==> src/sv/filename_char_sanitizer_defines.svh <==
// ============================================================================
// filename_char_sanitizer_defines.svh
// Assertion macros shared by the file name sanitizer. Each macro samples on
// the rising edge of clock and is disabled while reset is high.
// ============================================================================
`ifndef FILENAME_CHAR_SANITIZER_DEFINES_SVH
`define FILENAME_CHAR_SANITIZER_DEFINES_SVH

// The consequent must hold in the same cycle as the antecedent.
`define FCS_ASSERT_SAME(lbl, ante, cons, msg) \
   lbl: assert property (@(posedge clock) disable iff (reset) (ante) |-> (cons)) \
      else $error(msg);

// The consequent must hold in the cycle after the antecedent.
`define FCS_ASSERT_NEXT(lbl, ante, cons, msg) \
   lbl: assert property (@(posedge clock) disable iff (reset) (ante) |=> (cons)) \
      else $error(msg);

`endif

==> src/sv/fcs_pkg.sv <==
// ============================================================================
// fcs_pkg
// Types, register indexes and character codes of the file name sanitizer.
// ============================================================================
package fcs_pkg;

   // Configuration port.
   localparam int CSR_INDEX_W = 2;
   localparam int CSR_DATA_W  = 8;
   localparam logic [CSR_INDEX_W-1:0] CSR_CHAR_POLICY    = 2'd0;
   localparam logic [CSR_INDEX_W-1:0] CSR_SPACE_POLICY   = 2'd1;
   localparam logic [CSR_INDEX_W-1:0] CSR_SEPARATOR_BYTE = 2'd2;

   // Character policies. Code 3 behaves like the spaces-only policy.
   localparam logic [1:0] CHAR_POLICY_ASCII  = 2'd0;
   localparam logic [1:0] CHAR_POLICY_SYMBOL = 2'd1;
   localparam logic [1:0] CHAR_POLICY_SPACES = 2'd2;

   // Space policies. Code 3 behaves like keep.
   localparam logic [1:0] SPACE_POLICY_SUBST  = 2'd0;
   localparam logic [1:0] SPACE_POLICY_REMOVE = 2'd1;
   localparam logic [1:0] SPACE_POLICY_KEEP   = 2'd2;

   localparam logic [7:0] SEPARATOR_RESET = 8'h2F;

   // Held space counter saturates at the smaller of the limit and 255.
   localparam int MAX_HELD_SPACES = 255;
   localparam logic [7:0] HELD_LIMIT =
      (MAX_HELD_SPACES > 255) ? 8'd255 : 8'(MAX_HELD_SPACES);

   // ASCII characters that the policies look at or produce.
   localparam logic [7:0] CH_NUL       = 8'h00;
   localparam logic [7:0] CH_CR        = 8'h0D;
   localparam logic [7:0] CH_SPACE     = 8'h20;
   localparam logic [7:0] CH_QUOTE     = 8'h22;
   localparam logic [7:0] CH_APOS      = 8'h27;
   localparam logic [7:0] CH_LPAREN    = 8'h28;
   localparam logic [7:0] CH_RPAREN    = 8'h29;
   localparam logic [7:0] CH_STAR      = 8'h2A;
   localparam logic [7:0] CH_PLUS      = 8'h2B;
   localparam logic [7:0] CH_DASH      = 8'h2D;
   localparam logic [7:0] CH_SLASH     = 8'h2F;
   localparam logic [7:0] CH_COLON     = 8'h3A;
   localparam logic [7:0] CH_LESS      = 8'h3C;
   localparam logic [7:0] CH_GREATER   = 8'h3E;
   localparam logic [7:0] CH_QUESTION  = 8'h3F;
   localparam logic [7:0] CH_BACKSLASH = 8'h5C;
   localparam logic [7:0] CH_UNDERLINE = 8'h5F;
   localparam logic [7:0] CH_BAR       = 8'h7C;
   localparam logic [7:0] CH_DEL       = 8'h7F;

   // UTF-8 look-alike symbols: lead byte, middle bytes and final bytes.
   localparam logic [7:0] U8_LEAD       = 8'hE2;
   localparam logic [7:0] U8_MID_CTRL   = 8'h90;
   localparam logic [7:0] U8_MID_MATH   = 8'h88;
   localparam logic [7:0] U8_MID_PUNCT  = 8'h80;
   localparam logic [7:0] U8_MID_ORDER  = 8'h89;
   localparam logic [7:0] U8_CTRL_BASE  = 8'h80;
   localparam logic [7:0] U8_SPACE_SYM  = 8'hA0;
   localparam logic [7:0] U8_DEL_SYM    = 8'hA1;
   localparam logic [7:0] U8_BSLASH_SYM = 8'h96;
   localparam logic [7:0] U8_SLASH_SYM  = 8'h95;
   localparam logic [7:0] U8_COLON_SYM  = 8'hB6;
   localparam logic [7:0] U8_BAR_SYM    = 8'hA3;
   localparam logic [7:0] U8_STAR_SYM   = 8'h97;
   localparam logic [7:0] U8_QUEST_SYM  = 8'hBD;
   localparam logic [7:0] U8_QUOTE_SYM  = 8'h9D;
   localparam logic [7:0] U8_LESS_SYM   = 8'hBA;
   localparam logic [7:0] U8_GREAT_SYM  = 8'hBB;

   // Mapping of one byte: up to three output bytes and a hold request.
   typedef struct packed {
      logic [1:0] byte_count;
      logic [7:0] out_first;
      logic [7:0] out_second;
      logic [7:0] out_third;
      logic       hold;
   } map_result_type;

   // Control of the held space counter for one advancing word.
   typedef struct packed {
      logic advance;
      logic emit;
      logic hold;
      logic eon;
   } hold_ctrl_type;

   function automatic map_result_type put1(input logic [7:0] a);
      map_result_type r;
      r            = '0;
      r.byte_count = 2'd1;
      r.out_first  = a;
      return r;
   endfunction

   function automatic map_result_type put3(input logic [7:0] a, input logic [7:0] b,
                                           input logic [7:0] c);
      map_result_type r;
      r            = '0;
      r.byte_count = 2'd3;
      r.out_first  = a;
      r.out_second = b;
      r.out_third  = c;
      return r;
   endfunction

   // Space-like byte under the space policy: substitute, drop or hold.
   function automatic map_result_type space_map(input logic [1:0] space_policy,
                                                input map_result_type subst);
      map_result_type r;
      r = '0;
      priority if (space_policy == SPACE_POLICY_SUBST) begin
         r = subst;
      end else if (space_policy == SPACE_POLICY_REMOVE) begin
         r = '0;
      end else begin
         r.hold = 1'b1;
      end
      return r;
   endfunction

endpackage

==> src/sv/fcs_if.sv <==
// ============================================================================
// fcs_if
// Valid/ready channels of the file name sanitizer: name bytes in, results out.
// ============================================================================
interface fcs_req_if;
   logic       valid;
   logic       ready;
   logic [7:0] in_byte;
   logic       end_of_name;

   modport source (output valid, output in_byte, output end_of_name, input ready);
   modport sink   (input valid, input in_byte, input end_of_name, output ready);
endinterface

interface fcs_rsp_if;
   logic       valid;
   logic       ready;
   logic [7:0] released_spaces;
   logic [1:0] byte_count;
   logic [7:0] out_first;
   logic [7:0] out_second;
   logic [7:0] out_third;
   logic       name_done;

   modport source (output valid, output released_spaces, output byte_count,
                   output out_first, output out_second, output out_third,
                   output name_done, input ready);
   modport sink   (input valid, input released_spaces, input byte_count,
                   input out_first, input out_second, input out_third,
                   input name_done, output ready);
endinterface

==> src/sv/fcs_char_map.sv <==
// ============================================================================
// fcs_char_map
// Maps one name byte to zero to three output bytes or a held space.
// ============================================================================
module fcs_char_map
   import fcs_pkg::*;
(
   input  logic [7:0]     in_byte,
   input  logic [1:0]     char_policy,
   input  logic [1:0]     space_policy,
   input  logic [7:0]     separator_byte,
   output map_result_type result
);

   always_comb begin
      result = '0;
      priority if (in_byte == CH_NUL) begin
         result = put1(CH_NUL);
      end else if (char_policy == CHAR_POLICY_SYMBOL) begin
         priority if (in_byte < CH_SPACE) begin
            result = put3(U8_LEAD, U8_MID_CTRL, U8_CTRL_BASE + in_byte);
         end else if (in_byte == CH_DEL) begin
            result = put3(U8_LEAD, U8_MID_CTRL, U8_DEL_SYM);
         end else if (in_byte == CH_SPACE) begin
            result = space_map(space_policy, put3(U8_LEAD, U8_MID_CTRL, U8_SPACE_SYM));
         end else if (in_byte == CH_BACKSLASH) begin
            result = put3(U8_LEAD, U8_MID_MATH, U8_BSLASH_SYM);
         end else if (in_byte == CH_SLASH) begin
            result = put3(U8_LEAD, U8_MID_MATH, U8_SLASH_SYM);
         end else if (in_byte == CH_COLON) begin
            result = put3(U8_LEAD, U8_MID_MATH, U8_COLON_SYM);
         end else if (in_byte == CH_BAR) begin
            result = put3(U8_LEAD, U8_MID_MATH, U8_BAR_SYM);
         end else if (in_byte == CH_STAR) begin
            result = put3(U8_LEAD, U8_MID_MATH, U8_STAR_SYM);
         end else if (in_byte == CH_QUESTION) begin
            result = put3(U8_LEAD, U8_MID_PUNCT, U8_QUEST_SYM);
         end else if (in_byte == CH_QUOTE) begin
            result = put3(U8_LEAD, U8_MID_PUNCT, U8_QUOTE_SYM);
         end else if (in_byte == CH_LESS) begin
            result = put3(U8_LEAD, U8_MID_ORDER, U8_LESS_SYM);
         end else if (in_byte == CH_GREATER) begin
            result = put3(U8_LEAD, U8_MID_ORDER, U8_GREAT_SYM);
         end else begin
            result = put1(in_byte);
         end
      end else if (char_policy == CHAR_POLICY_ASCII) begin
         priority if (in_byte == CH_CR) begin
            result = '0;
         end else if (in_byte <= CH_SPACE || in_byte == CH_DEL) begin
            result = space_map(space_policy, put1(CH_UNDERLINE));
         end else if (in_byte == CH_SLASH || in_byte == CH_COLON || in_byte == CH_BAR) begin
            result = put1(CH_DASH);
         end else if (in_byte == CH_STAR) begin
            result = put1(CH_PLUS);
         end else if (in_byte == CH_QUESTION) begin
            result = put1(CH_UNDERLINE);
         end else if (in_byte == CH_QUOTE) begin
            result = put1(CH_APOS);
         end else if (in_byte == CH_LESS) begin
            result = put1(CH_LPAREN);
         end else if (in_byte == CH_GREATER) begin
            result = put1(CH_RPAREN);
         end else if (in_byte == separator_byte) begin
            result = put1(CH_DASH);
         end else begin
            result = put1(in_byte);
         end
      end else begin
         // Spaces-only policy; the unused code 3 lands here as well.
         priority if (in_byte == CH_SPACE) begin
            result = space_map(space_policy, put1(CH_UNDERLINE));
         end else if (in_byte == CH_SLASH || in_byte == separator_byte) begin
            result = put1(CH_DASH);
         end else begin
            result = put1(in_byte);
         end
      end
   end

endmodule

==> src/sv/fcs_space_hold.sv <==
// ============================================================================
// fcs_space_hold
// Saturating count of held spaces, released before the next written byte.
// ============================================================================
module fcs_space_hold
   import fcs_pkg::*;
(
   input  logic          clock,
   input  logic          reset,
   input  hold_ctrl_type ctrl,
   output logic [7:0]    released,
   output logic [7:0]    held_count
);

   logic [7:0] held_ff;
   logic [7:0] held_in;
   logic [7:0] after_emit;

   assign released   = ctrl.emit ? held_ff : 8'd0;
   assign held_count = held_ff;

   always_comb begin
      after_emit = ctrl.emit ? 8'd0 : held_ff;
      held_in    = held_ff;
      if (ctrl.advance) begin
         held_in = after_emit;
         if (ctrl.hold && after_emit < HELD_LIMIT) begin
            held_in = after_emit + 8'd1;
         end
         // Spaces still held when the name ends are dropped.
         if (ctrl.eon) begin
            held_in = 8'd0;
         end
      end
   end

   always_ff @(posedge clock) begin
      if (reset) begin
         held_ff <= 8'd0;
      end else begin
         held_ff <= held_in;
      end
   end

endmodule

==> src/sv/filename_char_sanitizer.sv <==
// ============================================================================
// filename_char_sanitizer
// Streams a file name byte by byte and rewrites it into a file system safe
// form, holding kept spaces as a count that is released before the next byte.
// ============================================================================
//
//   Channel  Role     Handshake      Payload
//   req_ch   input    valid/ready    in_byte, end_of_name
//   rsp_ch   output   valid/ready    released_spaces, byte_count, out_first,
//                                    out_second, out_third, name_done
//   csr_*    config   write enable   csr_index, csr_wdata (no read-back)
//
// The block takes one word per cycle while its results are taken and gives one
// result per word; each word passes an input register, then the byte mapping
// and the held space counter, then the result register.
// Reset is synchronous and active high. It empties both registers, clears the
// held space count and loads the register defaults (ASCII substitutes,
// spaces to underscore, separator '/').
// A stalled result holds the result register; the input register still drains
// into it in the cycle the result is taken, so a full pipe keeps its rate.
// The input side stalls only while both registers are full and the result
// waits.
//
module filename_char_sanitizer
   import fcs_pkg::*;
(
   input  logic                   clock,
   input  logic                   reset,
   fcs_req_if.sink                req_ch,
   fcs_rsp_if.source              rsp_ch,
   input  logic                   csr_we,
   input  logic [CSR_INDEX_W-1:0] csr_index,
   input  logic [CSR_DATA_W-1:0]  csr_wdata
);

`include "filename_char_sanitizer_defines.svh"

   // Configuration registers.
   logic [1:0] char_policy_ff,  char_policy_in;
   logic [1:0] space_policy_ff, space_policy_in;
   logic [7:0] separator_ff,    separator_in;

   // Input register.
   logic       s1_valid_ff, s1_valid_in;
   logic [7:0] s1_byte_ff,  s1_byte_in;
   logic       s1_eon_ff,   s1_eon_in;

   // Result register.
   logic       rsp_valid_ff, rsp_valid_in;
   logic [7:0] rsp_released_ff, rsp_released_in;
   logic [1:0] rsp_count_ff,    rsp_count_in;
   logic [7:0] rsp_first_ff,    rsp_first_in;
   logic [7:0] rsp_second_ff,   rsp_second_in;
   logic [7:0] rsp_third_ff,    rsp_third_in;
   logic       rsp_done_ff,     rsp_done_in;

   logic           req_take;
   logic           s1_advance;
   map_result_type map_result;
   hold_ctrl_type  hold_ctrl;
   logic [7:0]     released;
   logic [7:0]     held_count;

   // The input register moves on when the result register is free or is
   // being emptied this cycle; it can take a new word when it is empty or moves on.
   assign s1_advance   = s1_valid_ff && (!rsp_valid_ff || rsp_ch.ready);
   assign req_ch.ready = !s1_valid_ff || s1_advance;
   assign req_take     = req_ch.valid && req_ch.ready;

   // Configuration writes; an index beyond the list is ignored.
   always_comb begin
      char_policy_in  = char_policy_ff;
      space_policy_in = space_policy_ff;
      separator_in    = separator_ff;
      if (csr_we) begin
         unique case (csr_index)
            CSR_CHAR_POLICY:    char_policy_in  = csr_wdata[1:0];
            CSR_SPACE_POLICY:   space_policy_in = csr_wdata[1:0];
            CSR_SEPARATOR_BYTE: separator_in    = csr_wdata;
            default:            ;
         endcase
      end
   end

   always_comb begin
      s1_valid_in = s1_valid_ff;
      s1_byte_in  = s1_byte_ff;
      s1_eon_in   = s1_eon_ff;
      if (req_take) begin
         s1_valid_in = 1'b1;
         s1_byte_in  = req_ch.in_byte;
         s1_eon_in   = req_ch.end_of_name;
      end else if (s1_advance) begin
         s1_valid_in = 1'b0;
      end
   end

   fcs_char_map u_char_map (
      .in_byte        (s1_byte_ff),
      .char_policy    (char_policy_ff),
      .space_policy   (space_policy_ff),
      .separator_byte (separator_ff),
      .result         (map_result)
   );

   // Any written byte releases the held spaces ahead of it.
   assign hold_ctrl.advance = s1_advance;
   assign hold_ctrl.emit    = (map_result.byte_count != 2'd0);
   assign hold_ctrl.hold    = map_result.hold;
   assign hold_ctrl.eon     = s1_eon_ff;

   fcs_space_hold u_space_hold (
      .clock      (clock),
      .reset      (reset),
      .ctrl       (hold_ctrl),
      .released   (released),
      .held_count (held_count)
   );

   always_comb begin
      rsp_valid_in    = rsp_valid_ff;
      rsp_released_in = rsp_released_ff;
      rsp_count_in    = rsp_count_ff;
      rsp_first_in    = rsp_first_ff;
      rsp_second_in   = rsp_second_ff;
      rsp_third_in    = rsp_third_ff;
      rsp_done_in     = rsp_done_ff;
      if (s1_advance) begin
         rsp_valid_in    = 1'b1;
         rsp_released_in = released;
         rsp_count_in    = map_result.byte_count;
         rsp_first_in    = map_result.out_first;
         rsp_second_in   = map_result.out_second;
         rsp_third_in    = map_result.out_third;
         rsp_done_in     = s1_eon_ff;
      end else if (rsp_ch.ready) begin
         rsp_valid_in = 1'b0;
      end
   end

   always_ff @(posedge clock) begin
      if (reset) begin
         char_policy_ff  <= CHAR_POLICY_ASCII;
         space_policy_ff <= SPACE_POLICY_SUBST;
         separator_ff    <= SEPARATOR_RESET;
         s1_valid_ff     <= 1'b0;
         rsp_valid_ff    <= 1'b0;
      end else begin
         char_policy_ff  <= char_policy_in;
         space_policy_ff <= space_policy_in;
         separator_ff    <= separator_in;
         s1_valid_ff     <= s1_valid_in;
         rsp_valid_ff    <= rsp_valid_in;
      end
   end

   // Payload registers carry no reset.
   always_ff @(posedge clock) begin
      s1_byte_ff      <= s1_byte_in;
      s1_eon_ff       <= s1_eon_in;
      rsp_released_ff <= rsp_released_in;
      rsp_count_ff    <= rsp_count_in;
      rsp_first_ff    <= rsp_first_in;
      rsp_second_ff   <= rsp_second_in;
      rsp_third_ff    <= rsp_third_in;
      rsp_done_ff     <= rsp_done_in;
   end

   assign rsp_ch.valid           = rsp_valid_ff;
   assign rsp_ch.released_spaces = rsp_released_ff;
   assign rsp_ch.byte_count      = rsp_count_ff;
   assign rsp_ch.out_first       = rsp_first_ff;
   assign rsp_ch.out_second      = rsp_second_ff;
   assign rsp_ch.out_third       = rsp_third_ff;
   assign rsp_ch.name_done       = rsp_done_ff;

   // Written bytes and the end of a name both leave no held spaces behind.
   `FCS_ASSERT_NEXT(a_held_cleared, s1_advance && (hold_ctrl.emit || s1_eon_ff),
                    held_count == 8'd0, "held spaces survived a written byte or a name end")
   // A result without bytes never releases spaces.
   `FCS_ASSERT_SAME(a_no_release_empty, rsp_valid_ff && rsp_count_ff == 2'd0,
                    rsp_released_ff == 8'd0, "spaces released by a result without bytes")
   // The held count never passes its saturation limit.
   `FCS_ASSERT_SAME(a_held_limit, 1'b1, held_count <= HELD_LIMIT,
                    "held space count above its limit")

endmodule
==> src/flat_wrapper.sv <==
// flat-port wrapper written by rule: the top's interface ports become plain ports
module filename_char_sanitizer_flat import fcs_pkg::*;
  (clock, reset, csr_we, csr_index, csr_wdata, req_ch_valid, req_ch_in_byte, req_ch_end_of_name, req_ch_ready, rsp_ch_valid, rsp_ch_released_spaces, rsp_ch_byte_count, rsp_ch_out_first, rsp_ch_out_second, rsp_ch_out_third, rsp_ch_name_done, rsp_ch_ready);
  fcs_req_if req_ch_i ();
  fcs_rsp_if rsp_ch_i ();
  input  logic clock;
  input  logic reset;
  input  logic csr_we;
  input  logic [CSR_INDEX_W-1:0] csr_index;
  input  logic [CSR_DATA_W-1:0] csr_wdata;
  input wire logic [$bits(req_ch_i.valid)-1:0] req_ch_valid;
  input wire logic [$bits(req_ch_i.in_byte)-1:0] req_ch_in_byte;
  input wire logic [$bits(req_ch_i.end_of_name)-1:0] req_ch_end_of_name;
  output wire logic [$bits(req_ch_i.ready)-1:0] req_ch_ready;
  output wire logic [$bits(rsp_ch_i.valid)-1:0] rsp_ch_valid;
  output wire logic [$bits(rsp_ch_i.released_spaces)-1:0] rsp_ch_released_spaces;
  output wire logic [$bits(rsp_ch_i.byte_count)-1:0] rsp_ch_byte_count;
  output wire logic [$bits(rsp_ch_i.out_first)-1:0] rsp_ch_out_first;
  output wire logic [$bits(rsp_ch_i.out_second)-1:0] rsp_ch_out_second;
  output wire logic [$bits(rsp_ch_i.out_third)-1:0] rsp_ch_out_third;
  output wire logic [$bits(rsp_ch_i.name_done)-1:0] rsp_ch_name_done;
  input wire logic [$bits(rsp_ch_i.ready)-1:0] rsp_ch_ready;
  assign req_ch_i.valid = req_ch_valid;
  assign req_ch_i.in_byte = req_ch_in_byte;
  assign req_ch_i.end_of_name = req_ch_end_of_name;
  assign req_ch_ready = req_ch_i.ready;
  assign rsp_ch_valid = rsp_ch_i.valid;
  assign rsp_ch_released_spaces = rsp_ch_i.released_spaces;
  assign rsp_ch_byte_count = rsp_ch_i.byte_count;
  assign rsp_ch_out_first = rsp_ch_i.out_first;
  assign rsp_ch_out_second = rsp_ch_i.out_second;
  assign rsp_ch_out_third = rsp_ch_i.out_third;
  assign rsp_ch_name_done = rsp_ch_i.name_done;
  assign rsp_ch_i.ready = rsp_ch_ready;
  filename_char_sanitizer u_core (.clock(clock), .reset(reset), .req_ch(req_ch_i), .rsp_ch(rsp_ch_i), .csr_we(csr_we), .csr_index(csr_index), .csr_wdata(csr_wdata));
endmodule
==> config.mk <==
export PLATFORM = sky130hd
export DESIGN_NAME = filename_char_sanitizer_flat
export DESIGN_NICKNAME = d
export VERILOG_FILES = /design/src/sv/fcs_pkg.sv /design/src/sv/fcs_if.sv /design/src/sv/fcs_char_map.sv /design/src/sv/fcs_space_hold.sv /design/src/sv/filename_char_sanitizer.sv /design/src/flat_wrapper.sv
export VERILOG_INCLUDE_DIRS = /design/src /design/src/sv
export SDC_FILE = /design/constraint.sdc
export NUM_CORES = 1
export LEC_CHECK = 0
export ABC_CLOCK_PERIOD_IN_PS = 6700
export BUFFER_PORTS_ARGS = -buffer_cell sky130_fd_sc_hd__buf_2
export CORE_ASPECT_RATIO = 0.5
export CORE_MARGIN = 2
export CORE_UTILIZATION = 40
export CTS_BUF_LIST = sky130_fd_sc_hd__clkbuf_2
export DETAILED_ROUTE_END_ITERATION = 10
export PLACE_DENSITY_LB_ADDON = 0.2
export SKIP_LAST_GASP = 1
export SYNTH_ARGS = -nofsm -noshare
export SYNTH_HDL_FRONTEND = slang
export SYNTH_HIERARCHICAL = 1
export SYNTH_SLANG_ARGS = --single-unit
==> constraint.sdc <==
create_clock -name clock -period 6.7 [get_ports clock]
set_input_delay 0.335 -clock clock [delete_from_list [all_inputs] [get_ports clock]]
set_output_delay 0.335 -clock clock [all_outputs]
set_load 0.02 [all_outputs]
=== After elaboration in Yosys (flattened, before gate mapping) ===
Cells that the tools add are included.

* Register bits after elaboration: 66
* Output and inout port bits: 37
* Input bits: 24

* Add/subtract/negate cells: 2
* Eq/ne operators: 17
* Reduce and logical (&&, ||, !) cells: 21
* Multiplexer cells: 36
* Order comparisons: 3

{| class="wikitable"
|+ Operators with widths
! cell !! count
|-
| two-way mux 27 bit || 19
|-
| two-way mux 25 bit || 8
|-
| equality test 8 x 6 -> 1 bit, second input constant || 8
|-
| two-way mux 26 bit || 1
|-
| equality test 8 x 7 -> 1 bit, second input constant || 3
|-
| two-way mux 8 bit || 3
|-
| adder 8 x 1 -> 8 bit, second input constant || 1
|-
| adder 8 bit, first input constant || 1
|-
| equality test 8 x 4 -> 1 bit, second input constant || 1
|-
| equality test 8 bit || 1
|-
| <= comparator 8 x 6 -> 1 bit, second input constant || 1
|-
| logical NOT 8 bit || 1
|-
| less-than comparator 8 x 6 -> 1 bit, second input constant || 1
|-
| less-than comparator 8 bit, second input constant || 1
|-
| equality test 2 x 1 -> 1 bit, second input constant || 3
|-
| logical NOT 2 bit || 3
|-
| logical OR 1 bit || 6
|-
| AND reduction 2 bit || 3
|-
| nonzero test 2 bit || 3
|-
| two-way mux 1 bit || 5
|-
| logical AND 1 bit || 3
|-
| equality test 2 bit, second input constant || 1
|-
| logical NOT 1 bit || 2
|}

=== Depth between registers and ports, before layout ===
Gate-level depths: netlist of the first run.

* Depth in word-level cells: 21
* Depth in mapped cells: 16
* Gate-level depth less buffers: 13

=== Hierarchy ===
The synthesis of the first run kept the hierarchy.

{| class="wikitable"
|+ By module, submodules not included
! module !! cells an instance !! seq. area each (µm²) !! area an instance (µm²) !! instances
|-
| filename_char_sanitizer || 107 || 1601.5 || 1929.4 || 1
|-
| fcs_char_map || 183 || 0.0 || 1181.1 || 1
|-
| fcs_space_hold || 72 || 160.2 || 593.1 || 1
|}

=== Worst setup path after synthesis of the first run ===
Ideal clock, no wire load.

* Kind: register to register
* Start: reg u_core.s1_byte_ff[0]
* End: reg u_core.u_space_hold.held_ff[2] (netlist: u_core/u_space_hold/held_count[2])
* Setup slack: 3.188 ns
* Cell stages (with the launch flop): 14
* Data required time: 6.580 ns
* Library setup time: 0.120 ns
* Path buffers: 2
* Clock period less this slack: 3.512 ns
* Arrival time: 3.392 ns
* Path through: edfxtp_1 > buf_2 > nor4_1 > nand3_1 > o2111a_2 > or3_1 > or2_2 > clkbuf_1 > nor2b_1 > ha_1 > nand3_1 > o31a_1 > o2111a_1 > a211o_2

{| class="wikitable"
|+ RTL lines
! element !! RTL line !! source
|-
| start: declaration || filename_char_sanitizer.sv:45 || <nowiki>logic [7:0] s1_byte_ff, s1_byte_in;</nowiki>
|-
| start signal: assignment || filename_char_sanitizer.sv:159 || <nowiki>s1_byte_ff <= s1_byte_in;</nowiki>
|-
| end signal: assignment || fcs_space_hold.sv:41 || <nowiki>held_ff <= held_in;</nowiki>
|-
| end: declaration || fcs_space_hold.sv:15 || <nowiki>logic [7:0] held_ff;</nowiki>
|}

==> results of run 1 <==
-- per-layer routing --
layer	GRT usage	part of all wire	up-vias
met1	0.265	0.47	1485
met3	0.0627	0.090	24
met2	0.284	0.42	184
met5	0	0	-
li1	-	-	1471
met4	0.0797	0.021	0
-- cells in the final DEF (no fill, tap or decap), types with 3 or more instances in the layout --
cell type	n
nor2_1	31
nand2_1	18
or2_2	3
mux2i_1	13
dlygate4sd3_1	13
nand3b_1	4
o211ai_1	3
o31ai_1	4
edfxtp_1	44
nor2b_1	3
inv_1	10
o21ai_0	9
and3_1	4
nor3b_1	5
a211oi_1	4
nand3_1	12
nand2b_1	21
or3_1	5
dfxtp_1	22
o22ai_1	4
a31oi_1	16
clkbuf_2	9
and2_1	9
conb_1	5
xor2_1	9
a21oi_1	22
nor3_1	8
buf_2	60
-- worst min-delay path by stage --
| stage | from | end | slack, ns | cells past startpoint |
|---|---|---|---|---|
| after CTS | csr_wdata[5] | u_core/separator_ff[5]$_SDFFE_PP1P_ | 0.008 | 3 |
| final | csr_wdata[3] | u_core/separator_ff[3]$_SDFFE_PP1P_ | 0.05 | 3 |
| after global routing | csr_wdata[2] | u_core/separator_ff[2]$_SDFFE_PP1P_ | 0.02 | 3 |
| after floorplan | reset | u_core/u_space_hold/held_count[0]$_SDFFE_PP0P_ | 0.40 | 1 |
| after detailed placement | u_core/s1_valid_ff$_SDFFE_PP0P_ | u_core/rsp_ch.valid$_SDFFE_PP0P_ | 0.45 | 2 |
| after global placement | u_core/s1_valid_ff$_SDFFE_PP0P_ | u_core/rsp_ch.valid$_SDFFE_PP0P_ | 0.45 | 2 |
-- cell type report --
class                           instances  area [µm²]  share of cell area
Clock inverter                          7        76.3              0.0180
Sequential cell                        66        1760               0.415
Timing Repair Buffer                   73         430               0.101
Clock buffer                            9        45.0              0.0106
Inverter                               10        37.5             0.00884
Multi-Input combinational cell        265        1750               0.412
Tap cell                              117         146              0.0345
-- metrics by stage --
stage	hold WS, ns	total power [W]	std cells
after CTS	0.00833	0.000842	547
final	0.0475	0.000832	547
after global routing	0.0179	0.000873	547
after detailed placement	0.452	0.000581	518
after floorplan	0.404	0.000551	366
after global placement	0.446	0.000581	518
-- worst reg2reg max path, delay by kind of cell (launching register included) --
family	cells	cell delay, ns
and+or+nand+nor	5	1.79
AOI/OAI and AO/OA	5	1.45
DFF	1	0.72
adders and majority gates	1	0.24
buffers and inverters	1	0.10
-- kinds of logic (layout without fill, tap and decap cells) --
logic type / count (synthesis) / after routing / share of synthesized area
other cells: 1 / 5 / 0.00101
simple gates: 148 / 148 / 0.234
compound gates: 88 / 88 / 0.170
flops: 66 / 66 / 0.476
xor+xnor: 9 / 9 / 0.0213
buf+inv: 35 / 99 / 0.0564
fa+ha+maj: 1 / 1 / 0.00338
mux: 14 / 14 / 0.0382
-- state kept, by name, indices dropped and copies added (netlist names) --
register,cells
u_core/rsp_ch.out_first,8
u_core/rsp_ch.out_second,8
u_core/rsp_ch.out_third,8
u_core/rsp_ch.released_spaces,8
u_core/s1_byte_ff,8
u_core/separator_ff,8
u_core/u_space_hold/held_count,8
u_core/char_policy_ff,2
u_core/rsp_ch.byte_count,2
u_core/space_policy_ff,2
u_core/rsp_ch.name_done,1
u_core/rsp_ch.valid,1
u_core/s1_eon_ff,1
u_core/s1_valid_ff,1
-- power by group --
part           leakage (nW)  internal, W  total [W]  switching, W
registers             0.590     0.000453   0.000473     0.0000197
logic                 0.887    0.0000429   0.000106     0.0000636
clock network        0.0689    0.0000884   0.000252      0.000163
total                  1.55     0.000585   0.000832      0.000247
==> flow_summary.toml, run 1 <==
[run_status]
status = "finished with violations"
violations = "design-rule violations"

[timing]
fmax_ghz = 0.227
min_period_ns = 4.41
finClkSkew_ns = 0.0364
slew_headroom = 0.316
fin_crit_sh = 0.658
hold_viol = 0
final.setup.tns_ns = 0
tightest_slew_ns = 1.03
slew_viol_final = 0
setup_ws_ns = 2.29
rsz0062_at_grt = "no"
setup_viol = 0

[critical_path]
timing.critical_path.to = "u_core/u_space_hold/held_count[2]$_SDFFE_PP0P_"
worstSetupPathDepth = 12
rr_worst_depth = 12
crit_fanout = 17
worstReg2RegStart = "u_core/s1_byte_ff[6]$_DFFE_PP_"
crit_start = "u_core/s1_byte_ff[6]$_DFFE_PP_"
regToRegEndpoint = "u_core/u_space_hold/held_count[2]$_SDFFE_PP0P_"
crit_type = "flop to flop"
cpMaxStageDelayCell = "edfxtp_1"
path_delay_family = "simple AND/OR/NAND/NOR gates"
critPathLaunchType = "flop"
crit_buf_inv = 1
end_kind = "flop"
required_ns = 7.14
worstPathCellList = "nor3_2 > a41oi_2 > o2111a_2 > or3_1 > or2_2 > nand2b_1 > inv_1 > ha_1 > nand3_1 > o31a_1 > o2111a_1 > a211o_2"
cpPeakStageDelay_ns = 0.72
rrSetupSlack_ns = 2.29
critical_path_arrival_ns = 4.85

[detailed_routing]
routedWlPerCell_um = 17.3
first_pass_iters = 8
via_per_inst = 5.78
dr_total_vias = 3164
post-route-drc-count = 3
drt_iter0_drc = 386
wirelength_mm = 9.48
ant_nets = 0

[hold_path]
hp-class = "input pin to flop"

[floorplanning]
die_y_um = 72.0
io_pins = 61
die_w_um = 140
start_util = 0.418
rows = 24
dieArea_mm2 = 0.0101
design.core.area_mm2 = 0.00886

[layout]
synthToLayoutAreaGrowth_pct = 14.7
final_util = 0.479
nets = 450
drive_gt1_frac = 0.230
final_area_mm2 = 0.00425
fillers = 838
antenna_cells = 0

[yosys]
synthArstFlopShare = 0
synth_cells = 362
synth.distinct_cells = 74
yosys.cell_count.top_type = "edfxtp_1"
ys_top_cells_by_area = "edfxtp_1 (36%), dfxtp_1 (12%), nand2b_1 (3.5%)"
synth_top_area_cell = "edfxtp_1"
yosys_warnings = 6
synth_edf_count = 44
synth_ff_type = "edfxtp_1"
synth_seq_cells = 66
syn_area_mm2 = 0.00370
synth_area_per_cell_um2 = 10.2
netlist.area_leader.share = 0.357
seq_area_frac_synth = 0.476
synthTopCellsByCount = "edfxtp_1 (44), nor2_1 (31), a21oi_1 (22), dfxtp_1 (22), nand2b_1 (21)"

[grt]
grt_max_degree = 43
grt_overflow = 0
first_global_vias = 2952
antenna_found_initial = 0
gr-usage-all-layers = 0.193
grt_pass1_wl_mm = 15.1

[clocking]
h-tree-depth = 3
cts_buffer_depth = 2
cts-root-buf = "clkbuf_2"
cts_tree = "built"
clk_latency_ns = 0.55
cts.clk_slew.worst_paths_ns = 0.23
postCtsSetupBuffers = 0
cts_resized = 0
clock_sinks = 66
cts_inserted_buffers = 9
cts_hold_buf = 13

[placed_design]
dpl.hpwl_mm = 6.67
gp_congestion = 0.932
io_buffers = 60
preCtsSetupSlack_ns = 2.45
placed_area_mm2 = 0.00400

[run]
maxCapViolCount = 0

[power]
power.density_mw_per_mm2 = 196
ir_drop_v = 0.0000825
p_leak_nw = 1.55
Power figures use the tool's default switching activity.
==> run 2: changes to the inputs <==
--- a/config.mk
+++ b/config.mk
@@ -6,7 +6,7 @@
 export SDC_FILE = /design/constraint.sdc
 export NUM_CORES = 1
 export LEC_CHECK = 0
-export ABC_CLOCK_PERIOD_IN_PS = 6700
+export ABC_CLOCK_PERIOD_IN_PS = 3600
 export BUFFER_PORTS_ARGS = -buffer_cell sky130_fd_sc_hd__buf_2
 export CORE_ASPECT_RATIO = 0.5
 export CORE_MARGIN = 2
==> constraint.sdc (replaced) <==
create_clock -name clock -period 3.6 [get_ports clock]
set_input_delay 0.18 -clock clock [delete_from_list [all_inputs] [get_ports clock]]
set_output_delay 0.18 -clock clock [all_outputs]
set_load 0.02 [all_outputs]
==> flow_summary.toml, run 2 (synthesis results as in run 1) <==
[floorplanning]
die_y_um = 72.0
dieArea_mm2 = 0.0101
start_util = 0.418
io_pins = 61
rows = 24
die_w_um = 140
design.core.area_mm2 = 0.00886

[grt]
gr-usage-all-layers = 0.206
grt_overflow = 0
antenna_found_initial = 0
grt_max_degree = 43
first_global_vias = 3150
grt_pass1_wl_mm = 16.0

[detailed_routing]
ant_nets = 0
post-route-drc-count = 3
wirelength_mm = 10.4
first_pass_iters = 9
dr_total_vias = 3411
routedWlPerCell_um = 17.0
via_per_inst = 5.61
drt_iter0_drc = 354

[power]
ir_drop_v = 0.000217
power.switching_w = 0.000465
p_int_w = 0.00119
pwr-share-clk = 0.316
p_seq_frac = 0.520
switching_share = 0.281
power_frac_comb = 0.164
power.density_mw_per_mm2 = 345
p_leak_nw = 1.86

[run_status]
status = "finished with violations"
violations = "design-rule violations"

[layout]
layout_common_cells = "buf_2 (61), buf_4 (48), edfxtp_1 (44)"
layout_commonest_cell = "buf_2"
final_area_mm2 = 0.00480
synthToLayoutAreaGrowth_pct = 29.5
drive_gt1_frac = 0.312
fillers = 779
antenna_cells = 0
final_util = 0.541
layoutNonFillerInstCount = 608
nets = 511

[placed_design]
dp_cells = 548
io_buffers = 60
dpl.hpwl_mm = 7.07
placed_area_mm2 = 0.00422
gp_congestion = 0.939

[clocking]
clock_sinks = 66
clk_latency_ns = 0.54
cts_tree = "built"
cts.clk_slew.worst_paths_ns = 0.24
cts_inserted_buffers = 9
h-tree-depth = 3
cts-root-buf = "clkbuf_2"
cts_buffer_depth = 2

[timing]
finClkSkew_ns = 0.0429
min_period_ns = 3.52
rsz0062_at_grt = "yes"
hold_viol = 0
slew_viol_final = 0
fin_crit_sh = 0.978
setup_viol = 0
tightest_slew_ns = 0.970
final.setup.tns_ns = 0
slew_headroom = 0.353
fmax_ghz = 0.284

[run]
maxCapViolCount = 0

[critical_path]
critical_path_arrival_ns = 3.98
path_delay_family = "simple AND/OR/NAND/NOR gates"
critPathLaunchType = "flop"
end_kind = "flop"
crit_buf_inv = 2
crit_type = "flop to flop"
crit_fanout = 7
cpMaxStageDelayCell = "edfxtp_1"
cpPeakStageDelay_ns = 0.56
required_ns = 4.06
worstPathCellList = "buf_4 > nor4b_4 > nand3_1 > o2111a_2 > or3_1 > or2_2 > nand2b_1 > inv_1 > ha_2 > nand3_1 > o31a_1 > or3_1 > a31oi_1"

[hold_path]
hp-class = "input pin to flop"
-- run 2: power groups by stage --
stage	Sequential, W	Combinational [W]	Clock, W
after detailed placement	0.000885	0.000216	0
after global routing	0.000866	0.000291	0.000579
final	0.000862	0.000271	0.000523
after floorplan	0.000898	0.000127	0
after global placement	0.000884	0.000218	0
after CTS	0.000869	0.000236	0.000540
-- run 2: worst paths after layout --
kind	startpoint	to	slack, ns	cells past startpoint
max	u_core/s1_byte_ff[4]$_DFFE_PP_	u_core/u_space_hold/held_count[0]$_SDFFE_PP0P_	0.08	13
min	reset	u_core/rsp_ch.valid$_SDFFE_PP0P_	0.15	2
max reg2reg	u_core/s1_byte_ff[4]$_DFFE_PP_	u_core/u_space_hold/held_count[0]$_SDFFE_PP0P_	0.08	13
min reg2reg	u_core/s1_valid_ff$_SDFFE_PP0P_	u_core/rsp_ch.valid$_SDFFE_PP0P_	0.47	2
-- run 2: per-stage QoR --
step | total power, W | setup WS, ns | hold WS (ns)
floorplan | 0.00103 | 0.0882 | 0.249
global placement | 0.00110 | 0.164 | 0.359
detailed placement | 0.00110 | 0.0802 | 0.358
CTS | 0.00165 | 0.0279 | 0.106
global route | 0.00174 | -0.105 | 0.104
finish | 0.00166 | 0.0800 | 0.151
-- run 2: cell type report --
type	count	area, µm²	area share
sequential	66	1760	0.367
inverter	10	37.5	0.00783
multi-input combinational	265	1800	0.376
clock inverter	7	92.6	0.0193
timing repair buffer	134	911	0.190
clock buffer	9	45.0	0.00939
tap	117	146	0.0305
-- run 2: worst reg2reg max path: stages, from the launching register on --
cell and delay [ns]:
edfxtp_1 0.56, buf_4 0.20, nor4b_4 0.26, nand3_1 0.15, o2111a_2 0.20, or3_1 0.39
or2_2 0.31, nand2b_1 0.16, inv_1 0.07, ha_2 0.21, nand3_1 0.11, o31a_1 0.31
or3_1 0.33, a31oi_1 0.16
-- run 2: metal layers --
layer / up-vias / track usage / share of wire
met5: - / 0 / 0
met4: 0 / 0.0741 / 0.026
met3: 39 / 0.0634 / 0.081
met2: 188 / 0.319 / 0.44
met1: 1578 / 0.276 / 0.45
li1: 1606 / - / -
-- run 2: repair_timing --
action | in CTS | in global routing
resized for setup | 0 | 10
hold buffers | 24 | 0
hold endpoints to repair | 23 | 0
endpoints found under the setup margin | 0 | 8
setup buffers | 0 | 20
